### src/rtl/ocpi_pkg.sv
// Shared types and constants for the octree path insert block.
package ocpi_pkg;

    localparam int NODES       = 4096;
    localparam int DEPTH_MAX   = 20;
    localparam int MODEL_SLOTS = 4;
    localparam int COORD_BITS  = 20;

    localparam int COORD_W  = COORD_BITS;
    localparam int DEPTH_W  = 5;
    localparam int SEL_W    = 2;
    localparam int NODE_W   = $clog2(NODES);
    localparam int CNT_W    = NODE_W + 1;
    localparam int OCT_W    = 3;
    localparam int STATUS_W = 2;
    localparam int ADDED_W  = 5;
    localparam int MCOUNT_W = 3;
    localparam int ROOT_W   = 12;
    localparam int CFG_IDX_W  = 3;
    localparam int CFG_DATA_W = 12;

    localparam int IN_FIELD_W  = 3 * COORD_W + DEPTH_W + SEL_W;
    localparam int IN_DATA_W   = ((IN_FIELD_W + 7) / 8) * 8;
    localparam int OUT_FIELD_W = STATUS_W + NODE_W + OCT_W + ADDED_W;
    localparam int OUT_DATA_W  = ((OUT_FIELD_W + 7) / 8) * 8;

    localparam logic [STATUS_W-1:0] ST_OK         = 2'd0;
    localparam logic [STATUS_W-1:0] ST_BAD_MODEL  = 2'd1;
    localparam logic [STATUS_W-1:0] ST_ZERO_DEPTH = 2'd2;
    localparam logic [STATUS_W-1:0] ST_FULL       = 2'd3;

    localparam logic [CFG_IDX_W-1:0] CFG_LOADED_MODELS = 3'd0;
    localparam logic [CFG_IDX_W-1:0] CFG_ROOT_ZERO     = 3'd1;
    localparam logic [CFG_IDX_W-1:0] CFG_ROOT_ONE      = 3'd2;
    localparam logic [CFG_IDX_W-1:0] CFG_ROOT_TWO      = 3'd3;
    localparam logic [CFG_IDX_W-1:0] CFG_ROOT_THREE    = 3'd4;

    typedef struct packed {
        logic load;   // latch an accepted request
        logic rd;     // issue node store reads for the current level
        logic eval;   // resolve the current level
        logic push;   // move the result into the output register
    } t_cmd;

    typedef struct packed {
        logic early;     // incoming request is rejected without descent
        logic stop;      // current level ends the descent
        logic out_free;  // output register can take a result
        logic clearing;  // valid-bit store is being zeroed after reset
    } t_stat;

endpackage

### src/rtl/ocpi_ctrl.sv
// Sequencer for the octree insert: accept, per-level read/resolve, result hand-off.
module ocpi_ctrl
    import ocpi_pkg::*;
(
    input  logic  i_clk,
    input  logic  i_rst_n,
    input  logic  i_s_axis_tvalid,
    output logic  o_s_axis_tready,
    input  t_stat i_stat,
    output t_cmd  o_cmd
);

    typedef enum logic [3:0] {
        S_IDLE   = 4'b0001,
        S_READ   = 4'b0010,
        S_EVAL   = 4'b0100,
        S_FINISH = 4'b1000
    } t_state;

    t_state r_state;
    t_state n_state;
    logic   accept;

    // hold off requests until the valid-bit store is cleared
    assign o_s_axis_tready = (r_state == S_IDLE) && !i_stat.clearing;
    assign accept          = i_s_axis_tvalid && o_s_axis_tready;

    always_comb begin
        n_state = r_state;
        o_cmd   = '0;
        case (r_state)
            S_IDLE: begin
                if (accept) begin
                    o_cmd.load = 1'b1;
                    n_state    = i_stat.early ? S_FINISH : S_READ;
                end
            end
            S_READ: begin
                o_cmd.rd = 1'b1;
                n_state  = S_EVAL;
            end
            S_EVAL: begin
                o_cmd.eval = 1'b1;
                n_state    = i_stat.stop ? S_FINISH : S_READ;
            end
            S_FINISH: begin
                if (i_stat.out_free) begin
                    o_cmd.push = 1'b1;
                    n_state    = S_IDLE;
                end
            end
            default: n_state = S_IDLE;
        endcase
    end

    always_ff @(posedge i_clk) begin
        if (!i_rst_n) begin
            r_state <= S_IDLE;
        end else begin
            r_state <= n_state;
        end
    end

endmodule

### config.mk
export PLATFORM = sky130hd
export DESIGN_NAME = ocpi_ctrl
export DESIGN_NICKNAME = d
export VERILOG_FILES = /design/src/rtl/ocpi_pkg.sv /design/src/rtl/ocpi_ctrl.sv
export SDC_FILE = /design/constraint.sdc
export NUM_CORES = 1
export LEC_CHECK = 0
export ABC_AREA = 1
export CAP_MARGIN = 15
export CORE_AREA = 10 10 47 49
export CTS_CLUSTER_SIZE = 14
export DETAILED_ROUTE_END_ITERATION = 8
export DIE_AREA = 0 0 57 59
export DONT_BUFFER_PORTS = 1
export SYNTH_ARGS = -nofsm -noshare
export SYNTH_HDL_FRONTEND = slang
export SYNTH_SLANG_ARGS = --single-unit
### constraint.sdc
create_clock -name i_clk -period 2 [get_ports i_clk]
set_input_delay 0.2 -clock i_clk [delete_from_list [all_inputs] [get_ports i_clk]]
set_output_delay 0.2 -clock i_clk [all_outputs]
set_load 0.03 [all_outputs]
* Yosys cells after proc, flatten, opt, wreduce, memory -nomap -nowiden
Index checks and enable logic that the tools add are counted.
W data, S select, Z words.
** Word-level totals
- Bits of input ports :: 7
- Word-level logic and storage cells :: 22
- Flip-flop bits (word level) :: 4
** Operators by class
- Multiplexer cells :: 11
- Equality and inequality tests :: 6
- Reduce and logical (&&, ||, !) cells :: 4
** Operator list (count)
- $mux W4 :: 4
- $pmux W4 S4 :: 1
- $mux W1 :: 6
- $eq A4 B1 Y1 const B :: 1
- $eq A4 B2 Y1 const B :: 1
- $eq A4 B3 Y1 const B :: 1
- $eq A4 B4 Y1 const B :: 1
- $ne A2 B2 Y1 const B :: 2
- $logic_and A1 B1 Y1 :: 2
- $reduce_and A2 Y1 :: 1
- $logic_not A1 Y1 :: 1

* Logic depth before layout (Yosys ltp)
- Word-level depth :: 5
- Mapped depth :: 6
- Depth with buffers taken out :: 6

* Worst setup path before layout
No wires, ideal clock.
- Path type :: register to output
- Start point :: register r_state[3]
- End point :: output o_cmd[3] (netlist name)
- Cell stages (with the launch flop) :: 4
- Arrival :: 1253 ps
- Slack :: 547 ps
- Path through :: dfxtp_1 nor2_2 nand2_1 nor3_1
** RTL lines
- start: declaration :: RTL line ocpi_ctrl.sv:20 : t_state r_state;
- start signal: assignment :: RTL line ocpi_ctrl.sv:60 : r_state <= n_state;
- end: declaration :: RTL line ocpi_ctrl.sv:10 : output t_cmd o_cmd

* Final worst setup path
- Start point :: register r_state[3]
- End point :: output o_s_axis_tready
** Between the ends
- Longest elaborated chain between the ends :: 2
** Ends and longest elaborated chain
- $eq A4 B1 Y1 :: RTL line ocpi_ctrl.sv:25 : assign o_s_axis_tready = (r_state == S_IDLE) && !i_stat.clearing;
- $logic_and A1 B1 Y1 :: RTL line ocpi_ctrl.sv:25
- end: declaration :: RTL line ocpi_ctrl.sv:8 : output logic o_s_axis_tready,
No other way between the ends.

==> impl_metrics.toml <==
[run_status]
status = "finished, final reports clean"

[critical_path]
worstPathArrival_ns = 1.34
critPathLaunchType = "flip-flop"
slowest_delay_ns = 0.45
path_cells = "nor2_2, nand2_1, nor2_1"
path_max_fanout = 5
critPathCaptureType = "output pin"
worst-setup-path-type = "reg -> out"
cp.required_ns = 1.80
cpMaxStageDelayCell = "nor2_1"

[cts]
cts-root-buf = "clkbuf_4"
clk_pin_slew_ns = 0.04
cts_buffers = 3
cts_resized = 0
cts_tree = "built"
htree_levels = 1
clk_latency_ns = 0.23
clockBufferDepth = 2
postCtsSetupBuffers = 0
clock_sinks = 4
cts_hold_buffers = 0

[timing]
tns_ns = 0
min_period_ns = 1.54
rsz0062_at_grt = "no"
min_period_over_period = 0.769
setup_viol = 0
clock_skew_ns = 0.00144
tightest_slew_ns = 0.558
finalMaxSlewViolations = 0
hold_viol_final = 0
relSlewSlack = 0.627
fmax_mhz = 650

[power_and_ir_drop]
peakVddDrop_mv = 0.218
clockPowerShare = 0.317
seq_power_share = 0.331
sw_frac_of_total = 0.367
power_frac_comb = 0.352
internal-power_uw = 194
leakage_nw = 0.160
p_switching_uw = 113
p_total_uw = 307
powerDensity_nw_per_um2 = 1000

[placed_design]
io_buffers = 0
dpl.hpwl_um = 536
place_congestion = 0.808

[route]
ant_nets = 0
drt-vias-per-instance = 4.37
drt_iter0_drc = 3
num_vias = 249
post-route-drc-count = 0
drtPass1Iterations = 4
routed_wl_um = 595
wl_per_cell_um = 10.4

[global_routing]
antenna_found_initial = 0
grt_pass1_wl_um = 1040
grt_max_degree = 6
groute.usage.overall = 0.0415
grt_pass1_vias = 253
grt_overflow = 0

[logic_synthesis]
netlist_area_um2 = 256
synth_seq_cells = 4
ys_seq_area_frac = 0.312
synth_xor_area_frac = 0
yosys_warnings = 0
synth_compound_area_frac = 0.102
ys_types = 15
synth_nets = 44
syn_area_per_cell_um2 = 6.93
synthMuxAreaShare = 0
synthSimpleGateAreaFrac = 0.468
synth_top_family_by_area = "simple AND/OR/NAND/NOR gates"
synth_adder_area_share = 0
synthesis.instances = 37

[final_layout]
layout_common_cells = "7 x inv_1, 6 x nand3_1, 4 x nor2_2, 4 x nor2_1, 4 x dfxtp_1"
layout_commonest_cell = "inv_1"
n_antenna_cell = 0
final_core_util = 0.219
final_layout_size_suffix_gt1_frac = 0.317
largest_register = "r_state"
area_growth_pct = 19.5
nets = 50
largest_reg_flops = 4
top_regs = "r_state: 4 flops"

[floorplan]
dieHeight_um = 59
core-area_um2 = 1400
dieArea_um2 = 3360
fp-row-count = 14
die_x_um = 57
boundaryPins = 12
start_util = 0.183

[hold_path]
hold_path_class = "in -> reg"

[job]
maxCapViolations = 0
worst max-delay path: cells and delay by family (launching register included):
| kind | cells | cell delay [ns] |
|---|---|---|
| and+or+nand+nor | 3 | 0.78 |
| DFF | 1 | 0.33 |
stage by stage:
step                      instance area (um^2)  hold slack (ns)  instances  setup slack (ns)
after CTS                                  307           0.0524         57             0.438
after floorplan                            256            0.285         37             0.547
after detailed placement                   284            0.294         54             0.691
final                                      307           0.0599         57             0.462
after global routing                       307           0.0644         57             0.339
after global placement                     284            0.291         54             0.727
cells by family after synthesis:
family / count (synthesis)
buffers and inverters: 8
AOI/OAI and AO/OA: 3
and+or+nand+nor: 22
DFF: 4
power by group through the flow:
stage	clock, mW	combinational (mW)	sequential [mW]
CTS	0.102	0.110	0.101
global placement	0	0.108	0.102
floorplan	0	0.0920	0.102
global route	0.108	0.123	0.104
detailed placement	0	0.110	0.103
finish	0.0973	0.108	0.102
layout make-up:
class / instances / area, um^2
Inverter: 8 / 30.0
Clock buffer: 3 / 22.5
Timing Repair Buffer: 1 / 7.51
Tap cell: 16 / 20.0
Fill cell: 164 / 1090
Sequential cell: 4 / 80.1
Multi-Input combinational cell: 25 / 146
synthesized netlist by cell type:
cell type / count / area, um^2
inv_1: 7 / 26.3
nand3_1: 6 / 30.0
dfxtp_1: 4 / 80.1
nor2_1: 4 / 15.0
nor2_2: 4 / 25.0
nand2_1: 2 / 7.51
nand4_1: 2 / 12.5
a21oi_1: 1 / 5.00
inv_2: 1 / 3.75
nand2_2: 1 / 6.26
nand3b_1: 1 / 7.51
nor2_4: 1 / 11.3
nor3_1: 1 / 5.00
o211ai_2: 1 / 12.5
o21ai_2: 1 / 8.76
worst paths after layout:
path | cells after the start | start | slack (ns) | to
max reg2reg | 4 | r_state[3]$_SDFFE_PN0P_ | 0.99 | r_state[0]$_SDFFE_PN1P_
max | 3 | r_state[3]$_SDFFE_PN0P_ | 0.46 | o_s_axis_tready
min reg2reg | 2 | r_state[1]$_SDFFE_PN0P_ | 0.59 | r_state[2]$_SDFFE_PN0P_
min | 1 | i_rst_n | 0.06 | r_state[0]$_SDFFE_PN1P_
metal layers:
metal	global-route usage	up-vias	wire (um)
met5	0	-	0
met2	0.0465	13	221
li1	-	130	-
met1	0.0369	104	248
met4	0.0503	0	4
met3	0.0429	2	121
No activity file was read; power rests on OpenSTA's default activity.
